===== config.mk =====
export PLATFORM = sky130hd
export DESIGN_NAME = proximity_alert_led_sequencer_top_flat
export DESIGN_NICKNAME = d
export VERILOG_FILES = /design/src/rtl/pals_pkg.sv /design/src/rtl/pals_if.sv /design/src/rtl/proximity_alert_led_sequencer_top.sv /design/src/rtl/pals_cfg.sv /design/src/rtl/pals_core.sv /design/src/flat_wrapper.sv
export VERILOG_INCLUDE_DIRS = /design/src /design/src/rtl
export SDC_FILE = /design/constraint.sdc
export NUM_CORES = 1
export LEC_CHECK = 0
export ABC_AREA = 1
export BUFFER_PORTS_ARGS = -buffer_cell sky130_fd_sc_hd__buf_2
export CAP_MARGIN = 20
export CORE_ASPECT_RATIO = 1.2
export CORE_UTILIZATION = 55
export DETAILED_ROUTE_END_ITERATION = 8
export GPL_ROUTABILITY_DRIVEN = 1
export HOLD_SLACK_MARGIN = 0.08
export PLACE_DENSITY = 0.81
export SLEW_MARGIN = 20
export SYNTH_ARGS = -nofsm -noshare
export SYNTH_HDL_FRONTEND = slang
export SYNTH_SLANG_ARGS = --single-unit

===== constraint.sdc =====
create_clock -name clk -period 5.8 [get_ports clk]
set_input_delay 1.16 -clock clk [delete_from_list [all_inputs] [get_ports clk]]
set_output_delay 1.16 -clock clk [all_outputs]
set_load 0.03 [all_outputs]

===== src/rtl/proximity_alert_led_sequencer_top_macros.svh =====
// Assertion helpers used by pals_core.
`ifndef PROXIMITY_ALERT_LED_SEQUENCER_TOP_MACROS_SVH
`define PROXIMITY_ALERT_LED_SEQUENCER_TOP_MACROS_SVH

// same-cycle implication
`define PALS_ASSERT_IMPL(label, clock, rst_n, ante, cons) \
	label: assert property (@(posedge clock) disable iff (!rst_n) (ante) |-> (cons)) \
		else $error("pals assertion failed");

// next-cycle implication
`define PALS_ASSERT_NEXT(label, clock, rst_n, ante, cons) \
	label: assert property (@(posedge clock) disable iff (!rst_n) (ante) |=> (cons)) \
		else $error("pals assertion failed");

`endif


===== src/rtl/pals_pkg.sv =====
package pals_pkg;

	typedef enum logic [2:0] {
		OP_ENTRY = 3'd0,
		OP_SWEEP = 3'd1,
		OP_TICK  = 3'd2,
		OP_OFF   = 3'd3,
		OP_FETCH = 3'd4
	} op_e;

	typedef enum logic [2:0] {
		REG_VISUAL  = 3'd0,
		REG_AMBER   = 3'd1,
		REG_YELLOW  = 3'd2,
		REG_BLUE    = 3'd3,
		REG_FLASH   = 3'd4,
		REG_BRIGHT  = 3'd5
	} cfg_reg_e;

	localparam logic [23:0] COL_OFF    = 24'h000000;
	localparam logic [23:0] COL_WHITE  = 24'hFFFFFF;
	localparam logic [23:0] COL_BLUE   = 24'h0000FF;
	localparam logic [23:0] COL_YELLOW = 24'hFFFF00;
	localparam logic [23:0] COL_AMBER  = 24'hFFB000;
	localparam logic [23:0] COL_GREEN  = 24'h00FF00;

	localparam logic [31:0] BEACON_ON_MS = 32'd120;
	localparam logic [11:0] NORTH_HIGH   = 12'd3000;
	localparam logic [11:0] NORTH_LOW    = 12'd600;
	localparam logic [6:0]  PCT_MAX      = 7'd100;

	typedef struct packed {
		logic [15:0] visual_dist;
		logic [15:0] amber_dist;
		logic [15:0] yellow_dist;
		logic [15:0] blue_dist;
		logic [15:0] flash_period;
		logic [7:0]  brightness_level;
	} cfg_t;

	// pct*255/100 via reciprocal 5243/2^19, exact for pct <= 100
	function automatic logic [7:0] bright_level(input logic [6:0] pct);
		logic [27:0] prod;
		prod = 28'(pct) * 28'd255 * 28'd5243;
		return prod[26:19];
	endfunction

endpackage


===== src/rtl/pals_if.sv =====
interface pals_in_if;
	logic        valid;
	logic        ready;
	logic [2:0]  opcode;
	logic        entry_valid;
	logic [15:0] target_distance;
	logic [7:0]  entry_index;
	logic signed [8:0] chosen_index;
	logic        last_entry;
	logic [11:0] sweep_angle;
	logic [31:0] now_ms;

	modport source (
		output valid, opcode, entry_valid, target_distance, entry_index,
			chosen_index, last_entry, sweep_angle, now_ms,
		input  ready
	);
	modport sink (
		input  valid, opcode, entry_valid, target_distance, entry_index,
			chosen_index, last_entry, sweep_angle, now_ms,
		output ready
	);
endinterface

interface pals_out_if;
	logic        valid;
	logic        ready;
	logic        pixel_write;
	logic [23:0] pixel_color;
	logic [7:0]  brightness_level;
	logic        flash_rising_edge;

	modport source (
		output valid, pixel_write, pixel_color, brightness_level, flash_rising_edge,
		input  ready
	);
	modport sink (
		input  valid, pixel_write, pixel_color, brightness_level, flash_rising_edge,
		output ready
	);
endinterface


===== src/rtl/proximity_alert_led_sequencer_top.sv =====
// Proximity alert LED sequencer: turns a streamed target table, radar sweep
// angles and millisecond ticks into writes of one status LED colour. Every
// input transaction yields exactly one result transaction in the next cycle,
// and a new transaction is taken every cycle: the only stage is the result
// register, and input ready is low only while that register holds a result
// that the sink has not yet taken. Configuration writes (zone thresholds,
// flash period, brightness) take effect on the next transaction and are
// meant to be done while the block is idle.
module proximity_alert_led_sequencer_top
	import pals_pkg::*;
#(
	parameter int MAX_ENTRIES = 255
) (
	input  logic        clk,
	input  logic        arst_n,
	input  logic        cfg_we,
	input  logic [2:0]  cfg_index,
	input  logic [15:0] cfg_wdata,
	pals_in_if.sink     item,
	pals_out_if.source  result
);

	cfg_t cfg;

	pals_cfg u_cfg (
		.clk    (clk),
		.arst_n (arst_n),
		.we     (cfg_we),
		.index  (cfg_index),
		.wdata  (cfg_wdata),
		.cfg    (cfg)
	);

	pals_core #(
		.MAX_ENTRIES (MAX_ENTRIES)
	) u_core (
		.clk    (clk),
		.arst_n (arst_n),
		.cfg    (cfg),
		.item   (item),
		.result (result)
	);

endmodule


===== src/rtl/pals_cfg.sv =====
module pals_cfg
	import pals_pkg::*;
(
	input  logic        clk,
	input  logic        arst_n,
	input  logic        we,
	input  logic [2:0]  index,
	input  logic [15:0] wdata,
	output cfg_t        cfg
);

	cfg_t       cfg_q;
	logic [6:0] pct_sat;

	assign pct_sat = (wdata[6:0] > PCT_MAX) ? PCT_MAX : wdata[6:0];

	always_ff @(posedge clk or negedge arst_n) begin
		if (!arst_n) begin
			cfg_q.visual_dist      <= 16'd32;
			cfg_q.amber_dist       <= 16'd80;
			cfg_q.yellow_dist      <= 16'd160;
			cfg_q.blue_dist        <= 16'd400;
			cfg_q.flash_period     <= 16'd250;
			cfg_q.brightness_level <= bright_level(7'd90);
		end else if (we) begin
			case (cfg_reg_e'(index))
				REG_VISUAL: cfg_q.visual_dist      <= wdata;
				REG_AMBER:  cfg_q.amber_dist       <= wdata;
				REG_YELLOW: cfg_q.yellow_dist      <= wdata;
				REG_BLUE:   cfg_q.blue_dist        <= wdata;
				REG_FLASH:  cfg_q.flash_period     <= wdata;
				REG_BRIGHT: cfg_q.brightness_level <= bright_level(pct_sat);
				default: ;
			endcase
		end
	end

	assign cfg = cfg_q;

endmodule


===== src/rtl/pals_core.sv =====
`include "proximity_alert_led_sequencer_top_macros.svh"

module pals_core
	import pals_pkg::*;
#(
	parameter int MAX_ENTRIES = 255
) (
	input  logic            clk,
	input  logic            arst_n,
	input  cfg_t            cfg,
	pals_in_if.sink         item,
	pals_out_if.source      result
);

	localparam logic [7:0] MaxIdx = 8'(MAX_ENTRIES);

	// state
	logic [23:0] base_color_q, base_color_n;
	logic        flash_en_q, flash_en_n;
	logic        phase_on_q, phase_on_n;
	logic [31:0] last_toggle_q, last_toggle_n;
	logic        rise_q, rise_n;
	logic        armed_q, armed_n;
	logic        active_q, active_n;
	logic [31:0] off_time_q, off_time_n;
	logic [11:0] prev_angle_q, prev_angle_n;
	logic        any_q, any_n;
	logic [15:0] nearest_q, nearest_n;
	logic        found_q, found_n;
	logic [15:0] cdist_q, cdist_n;

	// result register
	logic        out_vld_q;
	logic        write_q, write_n;
	logic [23:0] color_q, color_n;
	logic [7:0]  level_q;
	logic        edge_q;

	logic        accept;
	logic [15:0] sel_dist;
	logic [31:0] beacon_diff;
	logic [31:0] toggle_diff;
	logic        crossed;
	logic        chosen_hit;

	assign item.ready = !out_vld_q || result.ready;
	assign accept     = item.valid && item.ready;

	assign beacon_diff = item.now_ms - off_time_q;
	assign toggle_diff = item.now_ms - last_toggle_q;
	assign crossed     = (prev_angle_q > NORTH_HIGH) && (item.sweep_angle < NORTH_LOW);
	assign chosen_hit  = !item.chosen_index[8] && (item.chosen_index[7:0] == item.entry_index);

	always_comb begin
		base_color_n  = base_color_q;
		flash_en_n    = flash_en_q;
		phase_on_n    = phase_on_q;
		last_toggle_n = last_toggle_q;
		rise_n        = rise_q;
		armed_n       = armed_q;
		active_n      = active_q;
		off_time_n    = off_time_q;
		prev_angle_n  = prev_angle_q;
		any_n         = any_q;
		nearest_n     = nearest_q;
		found_n       = found_q;
		cdist_n       = cdist_q;
		write_n       = 1'b0;
		color_n       = COL_OFF;
		sel_dist      = 16'd0;

		case (op_e'(item.opcode))
			OP_ENTRY: begin
				if (item.entry_index < MaxIdx && item.entry_valid) begin
					any_n = 1'b1;
					if (item.target_distance < nearest_q)
						nearest_n = item.target_distance;
					if (chosen_hit) begin
						found_n = 1'b1;
						cdist_n = item.target_distance;
					end
				end
				if (item.last_entry) begin
					sel_dist   = found_n ? cdist_n : nearest_n;
					armed_n    = 1'b0;
					flash_en_n = 1'b0;
					if (!(any_n || found_n)) begin
						base_color_n = COL_OFF;
						armed_n      = 1'b1;
					end else if (sel_dist <= cfg.visual_dist) begin
						base_color_n = COL_GREEN;
						flash_en_n   = 1'b1;
					end else if (sel_dist <= cfg.amber_dist) begin
						base_color_n = COL_AMBER;
					end else if (sel_dist <= cfg.yellow_dist) begin
						base_color_n = COL_YELLOW;
					end else if (sel_dist <= cfg.blue_dist) begin
						base_color_n = COL_BLUE;
					end else begin
						base_color_n = COL_OFF;
						armed_n      = 1'b1;
					end
					any_n     = 1'b0;
					nearest_n = 16'hFFFF;
					found_n   = 1'b0;
					cdist_n   = 16'd0;
					if (!flash_en_n) begin
						phase_on_n = 1'b0;
						if (!armed_n || !active_q) begin
							write_n = 1'b1;
							color_n = armed_n ? COL_OFF : base_color_n;
						end
					end
				end
			end
			OP_SWEEP: begin
				prev_angle_n = item.sweep_angle;
				if (armed_q && !flash_en_q && crossed) begin
					active_n   = 1'b1;
					off_time_n = item.now_ms + BEACON_ON_MS;
					write_n    = 1'b1;
					color_n    = COL_GREEN;
				end
			end
			OP_TICK: begin
				rise_n = 1'b0;
				// wrap-safe "now at or past off time"
				if (active_q && !beacon_diff[31]) begin
					active_n = 1'b0;
					if (armed_q && !flash_en_q) begin
						write_n = 1'b1;
						color_n = COL_OFF;
					end
				end
				if (flash_en_q && toggle_diff >= {16'd0, cfg.flash_period}) begin
					last_toggle_n = item.now_ms;
					phase_on_n    = !phase_on_q;
					write_n       = 1'b1;
					color_n       = phase_on_q ? COL_OFF : base_color_q;
					rise_n        = !phase_on_q;
				end
			end
			OP_OFF: begin
				base_color_n = COL_OFF;
				flash_en_n   = 1'b0;
				phase_on_n   = 1'b0;
				armed_n      = 1'b0;
				active_n     = 1'b0;
				write_n      = 1'b1;
				color_n      = COL_OFF;
			end
			OP_FETCH: begin
				write_n = 1'b1;
				color_n = COL_WHITE;
			end
			default: ;
		endcase
	end

	always_ff @(posedge clk or negedge arst_n) begin
		if (!arst_n) begin
			base_color_q  <= COL_OFF;
			flash_en_q    <= 1'b0;
			phase_on_q    <= 1'b0;
			last_toggle_q <= 32'd0;
			rise_q        <= 1'b0;
			armed_q       <= 1'b0;
			active_q      <= 1'b0;
			off_time_q    <= 32'd0;
			prev_angle_q  <= 12'd0;
			any_q         <= 1'b0;
			nearest_q     <= 16'hFFFF;
			found_q       <= 1'b0;
			cdist_q       <= 16'd0;
		end else if (accept) begin
			base_color_q  <= base_color_n;
			flash_en_q    <= flash_en_n;
			phase_on_q    <= phase_on_n;
			last_toggle_q <= last_toggle_n;
			rise_q        <= rise_n;
			armed_q       <= armed_n;
			active_q      <= active_n;
			off_time_q    <= off_time_n;
			prev_angle_q  <= prev_angle_n;
			any_q         <= any_n;
			nearest_q     <= nearest_n;
			found_q       <= found_n;
			cdist_q       <= cdist_n;
		end
	end

	always_ff @(posedge clk or negedge arst_n) begin
		if (!arst_n) begin
			out_vld_q <= 1'b0;
		end else if (accept) begin
			out_vld_q <= 1'b1;
		end else if (result.ready) begin
			out_vld_q <= 1'b0;
		end
	end

	always_ff @(posedge clk) begin
		if (accept) begin
			write_q <= write_n;
			color_q <= color_n;
			level_q <= cfg.brightness_level;
			edge_q  <= rise_n;
		end
	end

	assign result.valid             = out_vld_q;
	assign result.pixel_write       = write_q;
	assign result.pixel_color       = color_q;
	assign result.brightness_level  = level_q;
	assign result.flash_rising_edge = edge_q;

	`PALS_ASSERT_IMPL(a_color_idle, clk, arst_n, out_vld_q && !write_q, color_q == COL_OFF)
	`PALS_ASSERT_IMPL(a_flash_not_armed, clk, arst_n, flash_en_q, !armed_q)
	`PALS_ASSERT_IMPL(a_flash_green, clk, arst_n, flash_en_q, base_color_q == COL_GREEN)
	`PALS_ASSERT_NEXT(a_accept_result, clk, arst_n, accept, out_vld_q)

endmodule


===== src/flat_wrapper.sv =====
// flat-port wrapper written by rule: the top's interface ports become plain ports
module proximity_alert_led_sequencer_top_flat import pals_pkg::*;
#(
	parameter int MAX_ENTRIES = 255
)
  (clk, arst_n, cfg_we, cfg_index, cfg_wdata, item_valid, item_opcode, item_entry_valid, item_target_distance, item_entry_index, item_chosen_index, item_last_entry, item_sweep_angle, item_now_ms, item_ready, result_valid, result_pixel_write, result_pixel_color, result_brightness_level, result_flash_rising_edge, result_ready);
  pals_in_if item_i ();
  pals_out_if result_i ();
  input  logic clk;
  input  logic arst_n;
  input  logic cfg_we;
  input  logic [2:0] cfg_index;
  input  logic [15:0] cfg_wdata;
  input wire logic [$bits(item_i.valid)-1:0] item_valid;
  input wire logic [$bits(item_i.opcode)-1:0] item_opcode;
  input wire logic [$bits(item_i.entry_valid)-1:0] item_entry_valid;
  input wire logic [$bits(item_i.target_distance)-1:0] item_target_distance;
  input wire logic [$bits(item_i.entry_index)-1:0] item_entry_index;
  input wire logic [$bits(item_i.chosen_index)-1:0] item_chosen_index;
  input wire logic [$bits(item_i.last_entry)-1:0] item_last_entry;
  input wire logic [$bits(item_i.sweep_angle)-1:0] item_sweep_angle;
  input wire logic [$bits(item_i.now_ms)-1:0] item_now_ms;
  output wire logic [$bits(item_i.ready)-1:0] item_ready;
  output wire logic [$bits(result_i.valid)-1:0] result_valid;
  output wire logic [$bits(result_i.pixel_write)-1:0] result_pixel_write;
  output wire logic [$bits(result_i.pixel_color)-1:0] result_pixel_color;
  output wire logic [$bits(result_i.brightness_level)-1:0] result_brightness_level;
  output wire logic [$bits(result_i.flash_rising_edge)-1:0] result_flash_rising_edge;
  input wire logic [$bits(result_i.ready)-1:0] result_ready;
  assign item_i.valid = item_valid;
  assign item_i.opcode = item_opcode;
  assign item_i.entry_valid = item_entry_valid;
  assign item_i.target_distance = item_target_distance;
  assign item_i.entry_index = item_entry_index;
  assign item_i.chosen_index = item_chosen_index;
  assign item_i.last_entry = item_last_entry;
  assign item_i.sweep_angle = item_sweep_angle;
  assign item_i.now_ms = item_now_ms;
  assign item_ready = item_i.ready;
  assign result_valid = result_i.valid;
  assign result_pixel_write = result_i.pixel_write;
  assign result_pixel_color = result_i.pixel_color;
  assign result_brightness_level = result_i.brightness_level;
  assign result_flash_rising_edge = result_i.flash_rising_edge;
  assign result_i.ready = result_ready;
  proximity_alert_led_sequencer_top #(.MAX_ENTRIES(MAX_ENTRIES)) u_core (.clk(clk), .arst_n(arst_n), .cfg_we(cfg_we), .cfg_index(cfg_index), .cfg_wdata(cfg_wdata), .item(item_i), .result(result_i));
endmodule

**Word level (Yosys, flattened, before mapping)**

Index checks and enable logic that the tools add are counted.

- Bits in registers: 262
- Bits of input ports: 106
- Word-level logic and storage cells: 158

- Add/subtract/negate cells: 3
- Multiply operators: 2
- Magnitude comparators: 10
- Eq/ne operators: 15
- Muxes and demuxes: 66
- Reductions and logical operators: 38

Operator list:

| kind | count |
|---|---|
| $mux W24 | 11 |
| $mux W16 | 10 |
| $pmux W24 S4 | 1 |
| $le A16 B16 Y1 | 4 |
| $sub A32 B32 Y32 | 2 |
| $pmux W24 S2 | 1 |
| $mux W1 | 36 |
| $add A32 B7 Y32 const B | 1 |
| $ge A32 B16 Y1 | 1 |
| $mul A15 B13 Y27 const B | 1 |
| $lt A16 B16 Y1 | 1 |
| $reduce_and A2 Y1 | 8 |
| $mul A7 B8 Y15 const B | 1 |
| $eq A3 B2 Y1 const B | 4 |
| $gt A12 B12 Y1 const B | 1 |
| $lt A12 B10 Y1 const B | 1 |
| $ne A2 B2 Y1 const B | 5 |
| $eq A3 B3 Y1 const B | 3 |
| $reduce_and A3 Y1 | 3 |
| $eq A8 B8 Y1 | 1 |
| $logic_and A1 B1 Y1 | 8 |
| $lt A8 B8 Y1 const B | 1 |
| $mux W8 | 1 |
| $gt A7 B7 Y1 const B | 1 |
| other kinds (13) | 27 |

**Longest topological paths before layout**

- Depth after elaboration: 20
- Mapped depth: 46

**Hierarchy**

Synthesis repeated with hierarchy kept, for this count alone.

- Cell total of the unflattened synthesis: 2907
- Area, all modules: 21390.5 µm²

Modules (own cells, without submodules):

| module | times used | cells an instance | area each (µm²) |
|---|---|---|---|
| pals_core | 1 | 1854 | 12550.8 |
| pals_cfg | 1 | 1053 | 8839.7 |

**Worst setup path before layout**

No wires, ideal clock.

- Path kind: in2reg
- Start point: in cfg_wdata[2]
- End point: reg u_core.u_cfg.cfg_q (netlist bit u_core.u_cfg.cfg[5])
- Arrival: 9.370 ns
- Required time: 5.723 ns
- Path slack: -3.647 ns
- Stages on the path: 38
- Path buffers: 0
- Cells stage by stage: inv_1 -> o211ai_1 -> nand3_1 -> inv_1 -> nor2_1 -> fa_1 -> inv_1 -> fa_1 -> inv_1 -> fa_1 -> inv_1 -> fa_1 -> inv_1 -> ha_1 -> a21oi_1 -> o21a_1 -> nand2_1 -> a21oi_1 -> (+2 left out) -> o21bai_1 -> xor2_1 -> nand2_1 -> nand2_1 -> inv_1 -> ha_1 -> ha_1 -> fa_1 -> fa_1 -> fa_1 -> ha_1 -> a21oi_1 -> o21ai_0 -> a21oi_1 -> nand3_1 -> a31o_2 -> or2_2 -> a31oi_1

- Longest elaborated chain between the ends: 4

Ends and longest elaborated chain:

| item | RTL line | source |
|---|---|---|
| start: declaration | flat_wrapper.sv:13 | `input logic [15:0] cfg_wdata;` |
| $gt A7 B7 Y1 | pals_cfg.sv:15 | `assign pct_sat = (wdata[6:0] > PCT_MAX) ? PCT_MAX : wdata[6:0];` |
| $mux W7 * | pals_cfg.sv:15 |  |
| $mul A7 B8 Y15 * | pals_pkg.sv:44 | `prod = 28'(pct) * 28'd255 * 28'd5243;` |
| $mul A15 B13 Y27 * | pals_pkg.sv:44 |  |
| end: declaration | pals_cfg.sv:12 | `cfg_t cfg_q;` |

Every way passes the cells marked *; elsewhere a longest branch is shown, timed or not.
A chain may end at the register's enable or synchronous reset.

**Worst setup path in the final report**

- Start point: in cfg_wdata[0]
- End point: reg u_core.u_cfg.cfg_q (netlist bit u_core.u_cfg.cfg[5])

Same word-level chain as after synthesis.

==> key figures <==
Run
  • Max Cap Viol: 0

Yosys
  • Post-synthesis average cell area: between 7 and 8 µm²
  • Synth warn: 0
  • Cells after Synth: 2736
  • Most common cell in the netlist: nand2_1
  • Largest area contributor in the netlist: dfrtp_1
  • Share of flip-flops with an asynchronous set or reset: 93.69%
  • Distinct cells, synth: 55
  • Sequential share of the synthesized area: a little over a quarter
  • Top cell type's share of synthesized area: a little over a fifth
  • Yosys reg bits: 222
  • Post-synth EDFFs: 14
  • Synthesized area: approximately 20000 µm²
  • Synth cell count leaders: nand2_1 (678), inv_1 (576), ha_1 (290)
  • Synth area leaders: dfrtp_1 (21%), ha_1 (18%), nand2_1 (12%), inv_1 (10%), fa_1 (8.1%)
  • Dominant synthesized flop cell: dfrtp_1
  • Syn nets: roughly 3200

Die
  • Die W: around 180 µm
  • Ports: roughly 140
  • Die area: between 30000 and 40000 µm²
  • Height of the die: approximately 210 µm
  • Core box area: 36900 µm²
  • Initial core utilization: about 56%
  • Row Count: between 70 and 80

Worst setup path
  • Crit start category: primary input
  • Crit-path max FO: 5
  • WP data required: around 6.3 ns
  • WP data arrival: approximately 9.3 ns
  • Reg2reg start: u_core.u_core.nearest_q[1]
  • Most frequent CP cell: fa_1
  • Critical path type: in2reg
  • CP max stage cell: fa_1
  • Max incr delay on CP: around 0.56 ns
  • Crit. End Element: flip-flop
  • Crit path from: cfg_wdata[0]

Timing
  • Crit share post-route: 152.8%
  • Final Setup Violations: 8
  • Final hold violation count: 0
  • FMAX: 112.8 MHz
  • RSZ-0062 raised after global routing: true
  • Final min period: a little under 9 ns
  • Setup TNS: -23.69 ns
  • Least-Margin Pin Slew: 1.066 ns
  • Slew Limit Fails: 0
  • Slew Limit Headroom: 28.85%
  • Clock skew: approximately 0.011 ns
  • Final worst slack: -3.065 ns

Global route
  • Largest net degree at the start of global routing: between 100 and 150
  • Initial antenna violation count: 1
  • First-pass GRT wire length: ~89 mm
  • Total gr overflow: 0
  • GRT Util Overall: between 20 and 30%
  • Vias in the first global route: 19192

Finish
  • Nets: 3483
  • Layout cells sized above 1: between 15 and 20%
  • P&R area growth vs syn: 17.20%

CTS
  • H-Tree Depth: 1
  • TritonCTS clock tree: built
  • Post-CTS Hold Buffers: 0
  • Clk sinks: approximately 220
  • Worst skew pair latency: 0.54 ns
  • Clk pin slew, worst setup/hold paths: around 0.070 ns
  • CTS Buffer Depth: 3
  • Num CTS Buffers: 23
  • Root buf cell: clkbuf_16

Min path
  • Hold_sp: u_core.u_cfg.cfg[1]
  • Hold WC Path Type: reg2reg

Detailed routing
  • WL final: between 50 and 60 mm
  • Via-to-Cell Ratio: 5.400
  • DRT Pass-1 Iters: 5
  • Initial drt markers: roughly 1300
  • Via count: 18879
  • DRT antenna net count: 0
  • DRC viols: 0
  • Routed wire length per instance: 15.62 µm

Place
  • Routability Congestion: between 0.9 and 1
  • Port Buffers: 141
  • DP Wirelength: 42.60 mm

Run status
  • Violated checks: negative setup slack
  • Outcome: finished, violations left
## cell families (layout without fill, tap and decap cells)
family,Yosys count,in the layout,synth area share [%]
buffers and inverters,658,943,12.54
adders and majority gates,373,373,25.66
muxes,5,5,0.2731
AOI/OAI and AO/OA,397,397,10.58
other,0,1,0
xor gates and xnor gates,67,67,2.846
and+or+nand+nor,1014,1014,20.60
DFF,222,222,27.50
## flip-flops by register name, summed over array words and instances, names as in the netlist
register                                count
u_core.u_core.nearest_q                    16
u_core.u_core.last_toggle_q                32
u_core.u_core.result.valid                  1
u_core.u_core.off_time_q                   32
u_core.u_core.base_color_q                  4
u_core.u_core.result.flash_rising_edge      1
u_core.u_core.prev_angle_q                 12
u_core.u_core.flash_en_q                    1
u_core.u_core.any_q                         1
u_core.u_core.rise_q                        1
u_core.u_core.result.pixel_write            1
u_core.u_core.armed_q                       1
u_core.u_cfg.cfg                           88
u_core.u_core.active_q                      1
u_core.u_core.result.pixel_color            4
u_core.u_core.cdist_q                      16
u_core.u_core.phase_on_q                    1
u_core.u_core.found_q                       1
u_core.u_core.result.brightness_level       8
## repair_timing
item,4_1_cts,5_1_grt
setup endpoints to repair,8,8
pin swaps,54,53
buffers inserted,8,11
hold endpoints to repair,0,0
gates resized for setup,59,47
## final cells by class
type	count	area [µm²]
Sequential cell	222	5669
Tap cell	474	593.1
Fill cell	3024	12730
Antenna cell	1	2.502
Timing Repair Buffer	311	2077
Clock inverter	11	88.84
Clock buffer	31	615.6
Multi-Input combinational cell	1856	12890
Inverter	590	2223
## metrics by stage
stage | instance area, µm² | std cells | hold slack (ns) | setup WS [ns] | util (%)
5_1_grt | 24160 | 3496 | 0.4667 | -3.390 | 65.49
3_5_place_dp | 22860 | 3434 | 0.4474 | -3.812 | 61.94
3_3_place_gp | 22860 | 3434 | 0.4389 | -3.505 | 61.94
6_report | 24160 | 3496 | 0.4599 | -3.065 | 65.49
2_1_floorplan | 20770 | 2736 | 0.4253 | -3.298 | -
4_1_cts | 23910 | 3484 | 0.4628 | -2.863 | 64.81
## cells in the final DEF, fill, tap and decap left out, types with 6 or more instances in the layout
cell | synthesis | layout
nand3_2 | 2 | 6
xnor2_1 | 15 | 14
inv_2 | 13 | 33
nand2_4 | 0 | 6
ha_4 | 0 | 18
inv_1 | 576 | 554
nand2_2 | 8 | 19
dfrtp_1 | 173 | 173
nand4_1 | 34 | 34
edfxtp_1 | 14 | 14
a21oi_2 | 0 | 9
a21oi_1 | 122 | 112
a31oi_1 | 7 | 7
clkbuf_1 | 42 | 7
buf_2 | 1 | 136
xor2_1 | 52 | 48
nor2_1 | 113 | 106
nor3_1 | 21 | 21
o21ai_1 | 3 | 10
ha_1 | 290 | 271
fa_2 | 0 | 6
nor2_2 | 13 | 16
nand3_1 | 113 | 109
o21bai_1 | 10 | 9
buf_6 | 5 | 13
o22ai_1 | 39 | 39
fa_1 | 83 | 77
o21ai_0 | 180 | 171
clkbuf_16 | 0 | 23
dfstp_2 | 35 | 35
buf_4 | 20 | 158
o211ai_1 | 10 | 10
nand2_1 | 678 | 661
## final timing paths
kind	endpoint	slack [ns]	depth (start not counted)
hold / removal	u_core.u_core.result.brightness_level[1]	0.46	0
setup reg to reg	u_core.u_core.result.pixel_color[15]	0.77	26
setup / recovery	u_core.u_cfg.cfg[5]	-3.07	38
max in group asynchronous	u_core.u_core.prev_angle_q[0]	3.99	2
hold reg to reg	u_core.u_core.result.brightness_level[1]	0.46	0
min in group asynchronous	u_core.u_core.cdist_q[13]	0.65	1
## metal layers
metal  up-vias  share of wire, %  track usage, %
met1      8990                39           33.40
met4         0               4.6           13.16
li1       9175                 -               -
met2       568                51           52.30
met5         -                 0               0
met3       146               4.7           2.358
## worst max-delay path: cells and delay by family
kind                     cells  cell delay, ns
adder cells (fa/ha/maj)     11            4.95
AO/OA/AOI/OAI                9            1.44
buffers and inverters       10            0.83
AND/OR/NAND/NOR              7            0.75
XOR/XNOR                     1            0.19
Power is not shown: default switching activity piles up to over one toggle a cycle in this logic, so the estimate is an artifact.
